==> config.mk <==
export PLATFORM = sky130hd
export DESIGN_NAME = ttgp_ram
export DESIGN_NICKNAME = d
export VERILOG_FILES = /design/src/hdl/ttgp_ram.sv
export SDC_FILE = /design/constraint.sdc
export NUM_CORES = 2
export LEC_CHECK = 0
export BUFFER_PORTS_ARGS = -buffer_cell sky130_fd_sc_hd__buf_2
export CORE_AREA = 2 2 478 480
export CTS_BUF_LIST = sky130_fd_sc_hd__clkbuf_8
export DETAILED_ROUTE_END_ITERATION = 8
export DIE_AREA = 0 0 480 482
export PLACE_DENSITY = 0.47
export SETUP_SLACK_MARGIN = 0.2
export SYNTH_ARGS = -nofsm -noshare
export SYNTH_HDL_FRONTEND = slang
export SYNTH_SLANG_ARGS = --single-unit
export TNS_END_PERCENT = 1
==> constraint.sdc <==
create_clock -name clock -period 4 [get_ports clock]
set_input_delay 0.4 -clock clock [delete_from_list [all_inputs] [get_ports clock]]
set_output_delay 0.4 -clock clock [all_outputs]
set_load 0.05 [all_outputs]
==> src/hdl/ttgp_ram.sv <==
`timescale 1ns / 1ps
module ttgp_ram #(
   parameter int WIDTH = 32,
   parameter int DEPTH = 64
) (
   input  logic                     clock,
   input  logic                     wr_en,
   input  logic [$clog2(DEPTH)-1:0] wr_addr,
   input  logic [WIDTH-1:0]         wr_data,
   input  logic                     rd_en,
   input  logic [$clog2(DEPTH)-1:0] rd_addr,
   output logic [WIDTH-1:0]         rd_data
);

   logic [WIDTH-1:0] mem_ff [DEPTH];

   // Write one entry, register the read word
   always_ff @(posedge clock) begin
      if (wr_en) begin
         mem_ff[wr_addr] <= wr_data;
      end
      if (rd_en) begin
         rd_data <= mem_ff[rd_addr];
      end
   end

endmodule

==> results.ini <==
[cts]
cts_tree=done
insertion_delay_ns=1.08
cts_setup_buffers=0
clock-sinks=2080
root_buffer=clkbuf_8
cts_buffers=361
clockBufferDepth=4
clk_pin_slew_ns=0.06
cts-htree-levels=5
cts_resized=0
hold_buffers=32

[detailed_routing]
wl_per_cell_um=31.68
drc=0
num_vias=37870
antenna_left=0
drt-initial-drc-count=3994
firstDrtPassIters=7
vias_per_cell=5.312
drt_wl_total_um=225800

[synthesis]
yosysSeqAreaShare=0.7923
syn_inst=3324
synth_area_sq_um=78840
ys_types=33
synth_edf_count=2080
synth_nets=3371
synth_flop_cell=edfxtp_1
async_flop_share=0
ys_seq_elements=2080
avgSynthCellArea_sq_um=23.72
yosysWarnings=0

[placed_design]
dp.cells=6455
finalWeightedCongestion=0.7532
hpwl_um=125900
io_buffers=78

[setup_path]
crit_cells=6
endpoint_kind=flop
cp_data_required_time_ns=4.65
crit_path_end=mem_ff[45][29]
critPathMaxFanout=26
rrSetupSlack_ns=1.62
worstPathCellList=dlygate4sd3_1, buf_2, nor2b_1, nand3_1, nor2_4, buf_12
reg2reg_from=mem_ff[15][0]
critPathMaxStageDelay_ns=0.75
arrival_ns=3.31
criticalPathCategory=primary input to flop
crit_slowest_cell=nor2_4
cp_top_family=simple AND/OR/NAND/NOR gates
start_kind=primary input
crit_buf_inv=3
r2r-end=rd_data[0]
worstSetupStartpoint=wr_addr[2]
r2r_cells=6

[pwr]
ir_worst_vdd_mv=0.3688
total_leakage_power_nw=28.81
power_density_nw_per_um2=480.1

[floorplanning]
ios=79
dieArea_sq_um=231400
die_w_um=480
core_sq_um=226400
initial_core_util=0.3482
rows=175
die_h_um=482

[sta]
tightest_slew_ns=1.165
slew_violations=0
tns_ns=0
rsz0062_at_grt=no
finalHoldViolations=0
whs_ns=0.1449
period_share=0.6648
finClkSkew_ns=0.06593
fin_crit_ns=2.659
slew_headroom=0.2234
fmax_ghz=0.3760
setup_viol=0

[job]
maxCapViolCount=0

[final_layout]
drive_gt1_frac=0.3226
layout_commonest_cell=edfxtp_1
area_delta_synth_final_pct=16.12
fin_cells=7129
nNetsFinal=3888
layout_common_cells=edfxtp_1 (2,080), mux4_2 (544), clkbuf_8 (367), buf_4 (174), inv_1 (117)

[global_routing]
grt_pass1_vias=39510
grt_pass1_wl_um=313400
track_usage=0.1951
grt_max_degree=70
grt_antenna_before_repair=12
overflow=0

[status]
status=finished clean

[min_path]
hold_path.class=primary input to flop

## worst min path at each step
stage,startpoint,endpoint,slack (ns),cells past startpoint
floorplan,wr_data[0],mem_ff[0][0],0.50,0
global placement,wr_data[6],mem_ff[46][6],0.67,1
detailed placement,wr_data[6],mem_ff[46][6],0.66,1
CTS,wr_data[22],mem_ff[6][22],0.04,1
global route,wr_data[2],mem_ff[7][2],0.13,1
finish,wr_data[22],mem_ff[6][22],0.14,1
## cell usage after synthesis, types with 3 or more instances
cell / instances / share of area
mux2i_1: 93 / 0.012
and3_1: 4 / 0.00032
buf_6: 5 / 0.00071
or3_1: 3 / 0.00024
nand3_1: 5 / 0.00032
nand2b_1: 8 / 0.00063
buf_4: 25 / 0.0024
a311oi_1: 8 / 0.00089
nand2_1: 26 / 0.0012
buf_2: 57 / 0.0036
o221ai_1: 27 / 0.0030
nor2b_1: 15 / 0.0012
nor2_1: 137 / 0.0065
buf_1: 21 / 0.0010
o32ai_1: 4 / 0.00044
o22ai_1: 84 / 0.0067
nor3_1: 7 / 0.00044
a41o_1: 4 / 0.00051
clkbuf_1: 74 / 0.0035
mux4_2: 544 / 0.16
or3b_2: 3 / 0.00033
a21oi_1: 62 / 0.0039
edfxtp_1: 2080 / 0.79
a22oi_1: 12 / 0.0011
nand3b_1: 5 / 0.00048
## metal layers
| layer | track usage | wire [um] | share of wire |
|---|---|---|---|
| met5 | 0 | 21 | 0.000093 |
| met4 | 0.06558 | 6854 | 0.030 |
| met3 | 0.04019 | 13550 | 0.060 |
| met2 | 0.3092 | 107500 | 0.48 |
| met1 | 0.2696 | 97920 | 0.43 |
## through the flow
stage          utilization  power [mW]  area [sq um]  setup slack [ns]
4_1_cts             0.4043       44.51         91530             1.294
3_3_place_gp        0.3753       27.18         84970            0.4312
3_5_place_dp        0.3753       27.20         84970            0.4384
5_1_grt             0.4043       45.56         91540             1.325
2_1_floorplan            -       25.97         78840            0.4402
6_report            0.4043       43.95         91540             1.341
## kinds of logic (layout without fill, tap and decap cells)
kind of cell    Yosys count  after routing  share of synthesized area
buf+inv                 182            974                    0.01124
other cells               0              4                          0
simple gates            223            223                    0.01260
mux                     637            637                     0.1672
flops                  2080           2080                     0.7923
compound gates          202            202                    0.01666
## worst register-to-register path: cells and delay by family, from the launching register on
family,cells,cell delay (ns)
AO/OA/AOI/OAI,2,0.73
buffers and inverters,1,0.27
flip-flops,1,0.35
multiplexers,2,0.76
AND/OR/NAND/NOR,1,0.05
## area by class of cell
cell class | instances | area (sq um)
Clock inverter | 271 | 1194
Tap cell | 3009 | 3765
Clock buffer | 367 | 5051
Antenna cell | 4 | 10.01
Timing Repair Buffer | 336 | 3094
Fill cell | 20100 | 134900
Sequential cell | 2080 | 62460
Multi-Input combinational cell | 1062 | 15970
## power breakdown
part	internal, mW	switching, mW	leakage, nW
registers	24.2	0.0803	18.7
clock network	8.74	8.49	3.62
logic	0.895	1.56	6.45
## registers in the layout (all words and copies together), names as in the netlist
register,count
mem_ff,2048
rd_data,32
Note: power is estimated with default switching activity, not from simulation.
