[src/hdl/ttgp_pkg.sv]
`timescale 1ns / 1ps
package ttgp_pkg;

   // Exon table depth and derived index/count widths
   localparam int MAX_EXONS  = 64;
   localparam int IDX_W      = $clog2(MAX_EXONS);
   localparam int CNT_W      = $clog2(MAX_EXONS + 1);

   // Field widths
   localparam int COORD_W    = 32;
   localparam int POS_W      = 24;
   localparam int TXC_W      = POS_W + 1;

   // Register port
   localparam int CSR_ADDR_W = 3;
   localparam int CSR_DATA_W = 32;

   localparam logic REG_STRAND_MINUS = 1'b0;
   localparam logic REG_FLANK_LENGTH = 1'b1;

   typedef logic [IDX_W-1:0] idx_type;
   typedef logic [CNT_W-1:0] cnt_type;

   typedef enum logic [1:0] {
      REQ_CLEAR    = 2'd0,
      REQ_APPEND   = 2'd1,
      REQ_JUNCTION = 2'd2,
      REQ_QUERY    = 2'd3
   } req_code_type;

   typedef struct packed {
      logic             strand_minus;
      logic [POS_W-1:0] flank_length;
   } cfg_type;

   typedef struct packed {
      logic               sub;
      logic [COORD_W-1:0] a;
      logic [COORD_W-1:0] b;
   } alu_req_type;

   typedef struct packed {
      logic [COORD_W-1:0] res;
      logic               ge;
   } alu_rsp_type;

   typedef struct packed {
      logic [COORD_W-1:0] ex_start;
      logic [COORD_W-1:0] ex_stop;
   } exon_type;

   typedef struct packed {
      logic [COORD_W-1:0] bstart;
      logic [POS_W-1:0]   blen;
   } blk_type;

endpackage

[src/hdl/ttgp_csr.sv]
`timescale 1ns / 1ps
module ttgp_csr (
   input  logic                              clock,
   input  logic                              reset,
   input  logic                              psel,
   input  logic                              penable,
   input  logic                              pwrite,
   input  logic [ttgp_pkg::CSR_ADDR_W-1:0]   paddr,
   input  logic [ttgp_pkg::CSR_DATA_W-1:0]   pwdata,
   output logic [ttgp_pkg::CSR_DATA_W-1:0]   prdata,
   output logic                              pready,
   output ttgp_pkg::cfg_type                 cfg
);
   import ttgp_pkg::*;

   logic             strand_minus_ff;
   logic [POS_W-1:0] flank_length_ff;
   logic             reg_sel;
   logic             wr_en;

   assign reg_sel = paddr[CSR_ADDR_W-1];
   assign wr_en   = psel & penable & pwrite;
   assign pready  = 1'b1;

   // Write decode
   always_ff @(posedge clock) begin
      if (reset) begin
         strand_minus_ff <= 1'b0;
         flank_length_ff <= '0;
      end else if (wr_en) begin
         unique case (reg_sel)
            REG_STRAND_MINUS: strand_minus_ff <= pwdata[0];
            REG_FLANK_LENGTH: flank_length_ff <= pwdata[POS_W-1:0];
         endcase
      end
   end

   // Read mux
   always_comb begin
      unique case (reg_sel)
         REG_STRAND_MINUS: prdata = {{(CSR_DATA_W-1){1'b0}}, strand_minus_ff};
         REG_FLANK_LENGTH: prdata = {{(CSR_DATA_W-POS_W){1'b0}}, flank_length_ff};
      endcase
   end

   assign cfg.strand_minus = strand_minus_ff;
   assign cfg.flank_length = flank_length_ff;

endmodule

[config.mk]
export PLATFORM = sky130hd
export DESIGN_NAME = ttgp_csr
export DESIGN_NICKNAME = d
export VERILOG_FILES = /design/src/hdl/ttgp_pkg.sv /design/src/hdl/ttgp_csr.sv
export SDC_FILE = /design/constraint.sdc
export NUM_CORES = 1
export LEC_CHECK = 0
export BUFFER_PORTS_ARGS = -buffer_cell sky130_fd_sc_hd__buf_2
export CORE_MARGIN = 2
export CORE_UTILIZATION = 35
export CTS_CLUSTER_DIAMETER = 150
export CTS_CLUSTER_SIZE = 14
export DETAILED_ROUTE_END_ITERATION = 16
export GPL_ROUTABILITY_DRIVEN = 0
export PLACE_DENSITY = 0.8
export SKIP_LAST_GASP = 1
export SLEW_MARGIN = 20
export SYNTH_ARGS = -nofsm -noshare
export SYNTH_HDL_FRONTEND = slang
export SYNTH_SLANG_ARGS = --single-unit
[constraint.sdc]
create_clock -name clock -period 2 [get_ports clock]
set_input_delay 0.2 -clock clock [delete_from_list [all_inputs] [get_ports clock]]
set_output_delay 0.2 -clock clock [all_outputs]
set_load 0.01 [all_outputs]
==> out/results.tsv <==
stage	metric	value	unit
power_and_ir_drop	swShare	23.4	%
sta	period_share	58.9	%
cts	postCtsSetupBuffers	0	
global_route	grt_max_degree	50	
worst_setup_path	cp-start-kind	flip-flop	
placement	post-place-ws	0.635	ns
floorplanning	ios	98	
yosys	yosys.area.top_type_share	35.9	%
route	drtAntennaViolNets	0	
cts	cts_max_level	1	
placement	dp_hpwl	2.02	mm
power_and_ir_drop	power_switching	0.000219	W
global_route	grt_pass1_vias	935	
yosys	synth_warnings	0	
yosys	syn_inst	147	
yosys	yosys_register_bits	25	
yosys	ys_seq_area_share	35.9	%
yosys	ys_types	14	
global_route	antenna_found_initial	0	
sta	slew_headroom	63.7	%
power_and_ir_drop	power_density	526	nW/um2
floorplanning	initial_core_util	37.3	%
sta	period_minus_slack	1.18	ns
route	wl_per_cell	10.0	um
yosys	syn_area	1400	um2
yosys	synthTopCellsByCount	49 x nand2b_1, 25 x dfxtp_1, 25 x mux2i_1	
cts	cts_tree	yes	
global_route	grt_pass1_wl	4.04	mm
sta	whs	0.184	ns
worst_setup_path	cp_top_family	flip-flops	
worst_setup_path	crit_buf_inv	1	
worst_setup_path	worstSetupPathType	reg2out	
power_and_ir_drop	p_int	0.000716	W
min_path	hold_class	in2reg	
yosys	avgSynthCellArea	9.49	um2
layout	fill_cells	399	
worst_setup_path	cp.required	1.80	ns
placement	place_area	1730	um2
route	wl_met1	1.11	mm
cts	clockRootBuffer	clkbuf_8	
power_and_ir_drop	leakage	0.887	nW
route	dr.pass1.iters	4	
placement	place.port_buffers	78	
route	drc	0	
floorplanning	dieArea	4510	um2
cts	cts_made_buffers	3	
route	top_layer	met4	
cts	clockBufferDepth	2	
yosys	yosysTopAreaCell	dfxtp_1	
sta	clock.fmax	849	MHz
cts	cts_resized	0	
status	outcome	complete, no violations	
route	num_vias	1150	
layout	area_growth	27.4	%
power_and_ir_drop	vdd_drop_max	241	uV
floorplanning	rows	22	
layout	final_cell_area	1780	um2
yosys	synthArstFlopShare	0	%
sta	drv_slew	0	
sta	max_slew.worst_pin.slew	0.544	ns
global_route	track_usage	11.6	%
cts	clk_pin_slew	0.09	ns
power_and_ir_drop	comb_power_share	13.7	%
cts	cts.sinks	25	
floorplanning	core_area	3740	um2
sta	rsz0062_at_grt	false	
layout	nets	259	
route	drt_iter0_drc	46	
route	dr_wl_met3	196	um
route	route.met2.wl	1.33	mm
floorplanning	die_h	67.1	um
sta	finalWorstSetupSlack	0.822	ns
run	maxCapViolations	0	
layout	drive_above_1_share	39.9	%
yosys	synth_edf_count	0	
route	vias_per_cell	4.32	
power_and_ir_drop	pwr-share-seq	55.1	%
worst_setup_path	path_max_fanout	3	
sta	skew	0	ns
sta	fin_setup_tns	0	ns
worst_setup_path	cp.arrival	0.98	ns
layout	n_antenna_cell	0	
yosys	yosysMostFrequentCell	nand2b_1	
worst_setup_path	critPathMaxStageDelay	0.33	ns
worst_setup_path	critical_path.cell_chain	mux2_2 -> buf_2	
route	wl	2.66	mm
yosys	ys.flop_type	dfxtp_1	
worst_setup_path	cpMaxStageDelayCell	dfxtp_1	
global_route	overflow	0	
worst_setup_path	critical_path.endpoint_type	output pin	
floorplanning	fp.dieW	67.1	um
cts	cts.hold.buffers_added	0	
cts	worstSkewPairLatency	0.26	ns
sta	final_hold_viol_count	0	
yosys	synth_area_leaders	dfxtp_1 36%, nand2b_1 22%, mux2i_1 18%, and2_1 9.0%, buf_4 5.4%	
power_and_ir_drop	clockPowerShare	31.2	%
sta	setup_viol	0	
[layout by cell type (no fill, tap or decap)]
cell,instances
and2_1,20
and2_2,3
and4_1,1
buf_2,78
buf_4,2
clkbuf_1,1
clkbuf_8,3
conb_1,9
dfxtp_1,25
mux2_2,1
mux2i_1,25
nand2b_1,49
nand4b_1,1
[kinds of logic after synthesis]
kind of cell	share of synthesized area, %
DFF	35.9
muxes	18.7
other	0.538
buffers and inverters	11.0
and+or+nand+nor	33.8
[layout make-up]
cell class | count | area (um2) | share of cell area, %
repair buffers | 80 | 405 | 22.8
well taps | 48 | 60.1 | 3.38
flip-flops and latches | 25 | 500 | 28.1
clock buffers | 4 | 45.0 | 2.53
multi-input cells | 109 | 767 | 43.1
[path summary, 6_finish.rpt]
kind                                                       from                         endpoint  slack [ns]  depth (start not counted)
worst max-delay path            flank_length_ff[0]$_SDFFE_PP0P_                        prdata[0]        0.82                          2
worst min-delay path                                  pwdata[9]  flank_length_ff[9]$_SDFFE_PP0P_        0.18                          3
worst max register to register  flank_length_ff[6]$_SDFFE_PP0P_  flank_length_ff[6]$_SDFFE_PP0P_        1.39                          2
worst min register to register  flank_length_ff[9]$_SDFFE_PP0P_  flank_length_ff[9]$_SDFFE_PP0P_        0.49                          2
[per-layer routing]
metal  GRT usage [%]  up-vias
li1                -      586
met1            13.4      516
met2            21.4       46
met3            1.67        2
met4            4.59        0
met5               0        -
[power by group through the flow]
stage	sequential, W	combinational, W	clock [W]
2_1_floorplan	0.000532	0.0000892	0
3_3_place_gp	0.000527	0.000128	0
6_report	0.000515	0.000128	0.000292
5_1_grt	0.000517	0.000144	0.000325
3_5_place_dp	0.000527	0.000131	0
4_1_cts	0.000516	0.000131	0.000309
[worst reg2reg max path: stages (launching register included)]
cell and delay [ns]:
dfxtp_1 0.37, nand2b_1 0.06, mux2i_1 0.11
[through the flow]
| stage | power [W] | std cells | util [%] |
|---|---|---|---|
| floorplan | 0.000621 | 154 | - |
| CTS | 0.000955 | 266 | 47.5 |
| global placement | 0.000655 | 262 | 46.3 |
| detailed placement | 0.000658 | 262 | 46.3 |
| global route | 0.000987 | 266 | 47.5 |
| finish | 0.000936 | 266 | 47.5 |
[state kept, by name, summed over array words and instances, names as in the netlist]
signal,flops
strand_minus_ff,1
flank_length_ff,24
No activity file was read; power rests on OpenSTA's default activity.
