--- config.mk ---
export PLATFORM = sky130hd
export DESIGN_NAME = ttgp_alu
export DESIGN_NICKNAME = d
export VERILOG_FILES = /design/src/hdl/ttgp_pkg.sv /design/src/hdl/ttgp_alu.sv
export SDC_FILE = /design/constraint.sdc
export NUM_CORES = 1
export LEC_CHECK = 0
export ABC_CLOCK_PERIOD_IN_PS = 5900
export CAP_MARGIN = 10
export CORE_MARGIN = 2
export CORE_UTILIZATION = 60
export DETAILED_ROUTE_END_ITERATION = 8
export DONT_BUFFER_PORTS = 1
export PLACE_DENSITY = 0.76
export SYNTH_ARGS = -nofsm -noshare
export SYNTH_HDL_FRONTEND = slang
export SYNTH_SLANG_ARGS = --single-unit
--- constraint.sdc ---
create_clock -name vclk -period 5.9
set_input_delay 0 -clock vclk [all_inputs]
set_output_delay 0 -clock vclk [all_outputs]
set_load 0.005 [all_outputs]
--- src/hdl/ttgp_pkg.sv ---
`timescale 1ns / 1ps
package ttgp_pkg;

   // Exon table depth and derived index/count widths
   localparam int MAX_EXONS  = 64;
   localparam int IDX_W      = $clog2(MAX_EXONS);
   localparam int CNT_W      = $clog2(MAX_EXONS + 1);

   // Field widths
   localparam int COORD_W    = 32;
   localparam int POS_W      = 24;
   localparam int TXC_W      = POS_W + 1;

   // Register port
   localparam int CSR_ADDR_W = 3;
   localparam int CSR_DATA_W = 32;

   localparam logic REG_STRAND_MINUS = 1'b0;
   localparam logic REG_FLANK_LENGTH = 1'b1;

   typedef logic [IDX_W-1:0] idx_type;
   typedef logic [CNT_W-1:0] cnt_type;

   typedef enum logic [1:0] {
      REQ_CLEAR    = 2'd0,
      REQ_APPEND   = 2'd1,
      REQ_JUNCTION = 2'd2,
      REQ_QUERY    = 2'd3
   } req_code_type;

   typedef struct packed {
      logic             strand_minus;
      logic [POS_W-1:0] flank_length;
   } cfg_type;

   typedef struct packed {
      logic               sub;
      logic [COORD_W-1:0] a;
      logic [COORD_W-1:0] b;
   } alu_req_type;

   typedef struct packed {
      logic [COORD_W-1:0] res;
      logic               ge;
   } alu_rsp_type;

   typedef struct packed {
      logic [COORD_W-1:0] ex_start;
      logic [COORD_W-1:0] ex_stop;
   } exon_type;

   typedef struct packed {
      logic [COORD_W-1:0] bstart;
      logic [POS_W-1:0]   blen;
   } blk_type;

endpackage

--- src/hdl/ttgp_alu.sv ---
`timescale 1ns / 1ps
module ttgp_alu (
   input  ttgp_pkg::alu_req_type req,
   output ttgp_pkg::alu_rsp_type rsp
);
   import ttgp_pkg::*;

   logic [COORD_W:0] sum;

   // Add or subtract; carry out of a subtract means a >= b
   always_comb begin
      sum = {1'b0, req.a} + {1'b0, (req.sub ? ~req.b : req.b)}
          + {{COORD_W{1'b0}}, req.sub};
      rsp.res = sum[COORD_W-1:0];
      rsp.ge  = sum[COORD_W];
   end

endmodule

==> results of run 1 <==
## routing by layer
metal  share of wire [%]  up-vias
met5                   0        -
met4                 1.3        0
met3                 6.9        6
met2                  47       74
met1                  45      961
li1                    -     1053
## through the flow
| step | area, µm² | hold WS [ns] |
|---|---|---|
| after global placement | 2130 | 0.0569 |
| after CTS | 2130 | 0.0618 |
| after floorplan | 2110 | 0.0514 |
| after global routing | 2130 | 0.0727 |
| after detailed placement | 2130 | 0.0600 |
| final | 2130 | 0.0593 |
## layout by cell type (no fill, tap or decap), types with 8 or more instances in the layout
| cell | netlist | routed |
|---|---|---|
| a21o_1 | 16 | 16 |
| nand2_1 | 19 | 19 |
| nand3_1 | 12 | 12 |
| xnor2_1 | 17 | 17 |
| xor2_1 | 41 | 41 |
| a21oi_1 | 31 | 31 |
| nor2_1 | 10 | 10 |
| o21ai_0 | 8 | 8 |
| ha_1 | 34 | 34 |
| inv_1 | 9 | 9 |
## area by class of cell
cell class,instances,area (µm²),share of cell area (%)
inverter,9,33.8,1.59
multi-input combinational,269,2040,95.7
tap,46,57.6,2.70
## critical path: cells and delay by family
family / cells / cell delay (ns)
AND/OR/NAND/NOR: 2 / 0.67
XOR/XNOR: 1 / 0.14
AO/OA/AOI/OAI: 5 / 1.19
adder cells (fa/ha/maj): 1 / 0.37
## cells by family after synthesis
family,after synthesis
xor gates and xnor gates,58
buffers and inverters,17
muxes,2
adders and majority gates,35
and+or+nand+nor,72
AOI/OAI and AO/OA,102
## final timing paths
check | from | end | slack, ns
setup / recovery | req[64] | rsp[26] | 3.52
hold / removal | req[0] | rsp[1] | 0.06
## power by group
part | internal [W] | switching [W] | leakage [nW]
clock network | 0 | 0 | 0
registers | 0 | 0 | 0
logic | 0.000145 | 0.000200 | 1.01
==> summary.txt, run 1 <==
Yosys
  – Synth top cells by count: xor2_1, ha_1, a21oi_1, nand2_1, xnor2_1
  – Synth Area in Compound Gates: 32.9%
  – Net Count, Synth: 386
  – Ranking of synthesized cells by area: ha_1, xor2_1, a21oi_1, xnor2_1, a21o_1
  – Xor/xnor share of the synthesized area: 24.1%
  – Cells after Synth: 286
  – Yosys top cell area share: 20.2%
  – Mapped cell area: 0.00211 mm²
  – YS warnings: 0
  – Multiplexer area fraction after synthesis: 0.951%
  – Area leader, netlist: ha_1
  – Most frequent cell after synthesis: xor2_1
  – Simple-Gate Fraction of Synth Area: 17.7%
  – Sequential share of the synthesized area: 0%
  – Mapped Avg Cell Area: 7.36 µm²
  – Combinational family with the most area after synthesis: compound AO/OA/AOI/OAI gates
  – Post-synthesis adder-cell area fraction: 21.2%
  – Distinct cells, synth: 46

Cells and area
  – Total inserted antenna cells: 0
  – Clock buffers: 0
  – Layout Utilization: 63.4%
  – Post-route insts no fill: 324
  – Fin nets: 380
  – Seq cells: 0
  – Register area: 0 µm²
  – Fillers: 335
  – Share of cells above drive strength 1: 1.44%
  – Area growth syn-to-layout: 1.19%

Global route
  – Global-route wire length before repair: 8390 µm
  – Tot GR Track Use: 24.2%
  – Antenna violations before repair: 0
  – Grt total ovfl: 0
  – GRT met2 Usage: 42.4%
  – Met1 Resource Use GR: 32.5%
  – Gr busiest metal: met2
  – Met3 Use GR: 3.04%
  – Via count of the first global-routing pass: 1969
  – Largest net degree at the start of global routing: 33

CTS
  – Setup bufs post-CTS: 0
  – Post_cts resized: 0
  – CTS Hold Bufs: 0

Setup path
  – CP Max Fanout: 32
  – Req. time, crit path: 5.90 ns
  – Slowest CP cell: or4b_1
  – CP arrival: 2.38 ns
  – Crit Path Class: in -> out
  – Endpoint kind of the worst setup timing path: output port
  – Cell Chain, Critical Path: xor2_1 > ha_1 > o21a_1 > o211ai_1 > or4b_1 > a211o_1 > a31oi_1 > nor4b_1 > a311oi_2
  – Startpoint types: primary input
  – Slowest Stage Delay on Critical Path: 0.56 ns

Timing
  – Final WS setup: 3.52 ns
  – Max-slew violations: 0
  – Max Clock Freq: 421 MHz
  – TNS Setup: 0 ns
  – Least-Margin Pin Slew: 0.466 ns
  – Final Hold Vio Count: 0
  – Worst slew margin: 68.9%
  – Tmin final: 2.38 ns
  – Endpoints failing setup: 0
  – RSZ-0062 raised after global routing: no
  – Tcrit/Tclk final: 40.3%

Placed design
  – HPWL Detailed: 4250 µm
  – RD Place Congestion: 0.888
  – IO Port Bufs: 0
  – Pre-CTS setup slack: 3.54 ns
  – Inst Count DP: 324

Detailed routing
  – Drt drc: 0
  – Wire length per cell: 15.6 µm
  – Post-DR vias/cell: 6.46
  – Drt pass-1 iters: 4
  – Initial drt markers: 119
  – DR vias: 2094
  – Routed Antenna Nets: 0
  – Final wirelength: 5060 µm

Die
  – Die footprint: 0.00400 mm²
  – DIE HEIGHT: 63.2 µm
  – Initial Util: 62.6%
  – Row cnt: 21
  – Core footprint: 0.00336 mm²
  – IO Count: 98
  – Die Wd: 63.2 µm

Power
  – PD cells: 162 mW/mm²
  – Max IR drop VDD: 0.0760 mV
  – P_leak: 1.01 nW
  – Tot Pwr: 0.000346 W

Worst hold path
  – Hold Crit Depth: 1
  – Hold Path Class: in -> out

Run status
  – Outcome: complete, no violations

Job
  – Max-Cap Viols: 0
No activity file was read; power rests on OpenSTA's default activity.
==> run 2, diff against run 1 <==
--- a/config.mk
+++ b/config.mk
@@ -5,7 +5,7 @@
 export SDC_FILE = /design/constraint.sdc
 export NUM_CORES = 1
 export LEC_CHECK = 0
-export ABC_CLOCK_PERIOD_IN_PS = 5900
+export ABC_CLOCK_PERIOD_IN_PS = 2400
 export CAP_MARGIN = 10
 export CORE_MARGIN = 2
 export CORE_UTILIZATION = 60
==> constraint.sdc (replaced) <==
create_clock -name vclk -period 2.4
set_input_delay 0 -clock vclk [all_inputs]
set_output_delay 0 -clock vclk [all_outputs]
set_load 0.005 [all_outputs]
==> summary.txt, run 2 (synthesized netlist as in run 1, its figures left out) <==
Run status
  – Outcome: complete, no violations

Power
  – Tot Pwr: 0.000863 W
  – Max IR drop VDD: 0.187 mV
  – Psw: 0.000494 W
  – Comb pwr share: 100.0%
  – P_leak: 1.02 nW
  – Clock power share: 0%
  – PD cells: 400 mW/mm²
  – Pint: 0.000369 W
  – Sequential Power Share: 0%
  – Sw frac: 57.2%

Global route
  – Met1 Resource Use GR: 33.8%
  – Tot GR Track Use: 24.3%
  – Grt total ovfl: 0
  – GRT met2 Usage: 43.5%
  – Global-route wire length before repair: 8450 µm
  – Gr busiest metal: met2
  – Via count of the first global-routing pass: 1952
  – Largest net degree at the start of global routing: 33
  – Antenna violations before repair: 0
  – Met3 Use GR: 1.61%

Cells and area
  – Multi-input logic area: 0.00205 mm²
  – Total inserted antenna cells: 0
  – Area growth syn-to-layout: 2.61%
  – Share of cells above drive strength 1: 2.86%
  – Clock buffers: 0
  – Fin nets: 382
  – Seq cells: 0
  – Register area: 0 µm²
  – Most common cell after layout, fill and taps aside: xor2_1
  – Commonest cells after routing, fill and taps aside: xor2_1, ha_1, a21oi_1
  – Fillers: 331
  – Post-route insts no fill: 326

Worst hold path
  – Hold Path Origin: req[0]
  – Hold Path Class: in -> out
  – Hold Crit Depth: 1
  – WHS Endpoint: rsp[1]

Detailed routing
  – Routed Antenna Nets: 0
  – Post-DR vias/cell: 6.34
  – Drt drc: 0
  – Initial drt markers: 138
  – DR vias: 2067
  – Final wirelength: 5010 µm
  – Drt pass-1 iters: 4
  – Wire length per cell: 15.4 µm

CTS
  – CTS Hold Bufs: 0
  – Setup bufs post-CTS: 0
  – Post_cts resized: 0

Setup path
  – Endpoint kind of the worst setup timing path: output port
  – CP Max Fanout: 32
  – CP arrival: 2.26 ns
  – Crit Path Class: in -> out
  – Req. time, crit path: 2.40 ns
  – Startpoint types: primary input

Die
  – Initial Util: 62.6%
  – IO Count: 98
  – Row cnt: 21
  – Die footprint: 0.00400 mm²
  – DIE HEIGHT: 63.2 µm
  – Core footprint: 0.00336 mm²
  – Die Wd: 63.2 µm

Timing
  – RSZ-0062 raised after global routing: no
  – Tmin final: 2.26 ns
  – Least-Margin Pin Slew: 0.428 ns
  – Max-slew violations: 0
  – Worst slew margin: 71.5%
  – Endpoints failing setup: 0
  – Tcrit/Tclk final: 94.0%
  – Final WS setup: 0.144 ns
  – Max Clock Freq: 443 MHz
  – Final Hold Vio Count: 0

Placed design
  – HPWL Detailed: 4210 µm
  – Inst Count DP: 326
  – IO Port Bufs: 0
  – Pre-CTS setup slack: 0.139 ns
  – RD Place Congestion: 0.852

Job
  – Max-Cap Viols: 0
-- run 2: cell types whose count changed in the layout (fill, tap and decap cells not counted), sizes merged --
| cell | previous run | this run |
|---|---|---|
| buf | 0 | 2 |
-- run 2: worst max-delay path: stages --
cell and delay [ns]:
xor2_1 0.20, ha_1 0.30, a21o_1 0.19, a21o_1 0.16, a221o_1 0.36, a221o_1 0.30
a31o_2 0.25, nand4_1 0.09, nor4bb_1 0.39
-- run 2: per-stage QoR --
stage	util (%)	cell area [µm²]	hold slack, ns	TNS (ns)
2_1_floorplan	-	2140	0.0514	-0.0332
3_3_place_gp	64.2	2160	0.0573	0
3_5_place_dp	64.2	2160	0.0551	0
4_1_cts	64.2	2160	0.0569	0
5_1_grt	64.2	2160	0.0688	0
6_report	64.2	2160	0.0563	0
-- run 2: layout make-up --
class | count | area share [%]
multi-input combinational | 269 | 95.1
inverter | 9 | 1.56
timing repair buffer | 2 | 0.695
tap | 46 | 2.66
-- run 2: metal layers --
metal  routed length, µm  vias up
li1                    -     1064
met1                2400      929
met2                2320       72
met3                 278        2
met4                  15        0
met5                   0        -
-- run 2: worst max path at each step --
| stage | from | end | slack [ns] | cells after the start |
|---|---|---|---|---|
| finish | req[64] | rsp[29] | 0.14 | 9 |
| detailed placement | req[64] | rsp[29] | 0.14 | 9 |
| floorplan | req[64] | rsp[29] | -0.03 | 11 |
| global route | req[64] | rsp[29] | 0.002 | 10 |
| CTS | req[64] | rsp[29] | 0.13 | 9 |
| global placement | req[64] | rsp[29] | 0.19 | 10 |
-- run 2: power groups by stage --
stage | Sequential (W) | Clock, W | Combinational, W
floorplan | 0 | 0 | 0.000722
global placement | 0 | 0 | 0.000849
detailed placement | 0 | 0 | 0.000856
CTS | 0 | 0 | 0.000862
global route | 0 | 0 | 0.000966
finish | 0 | 0 | 0.000863
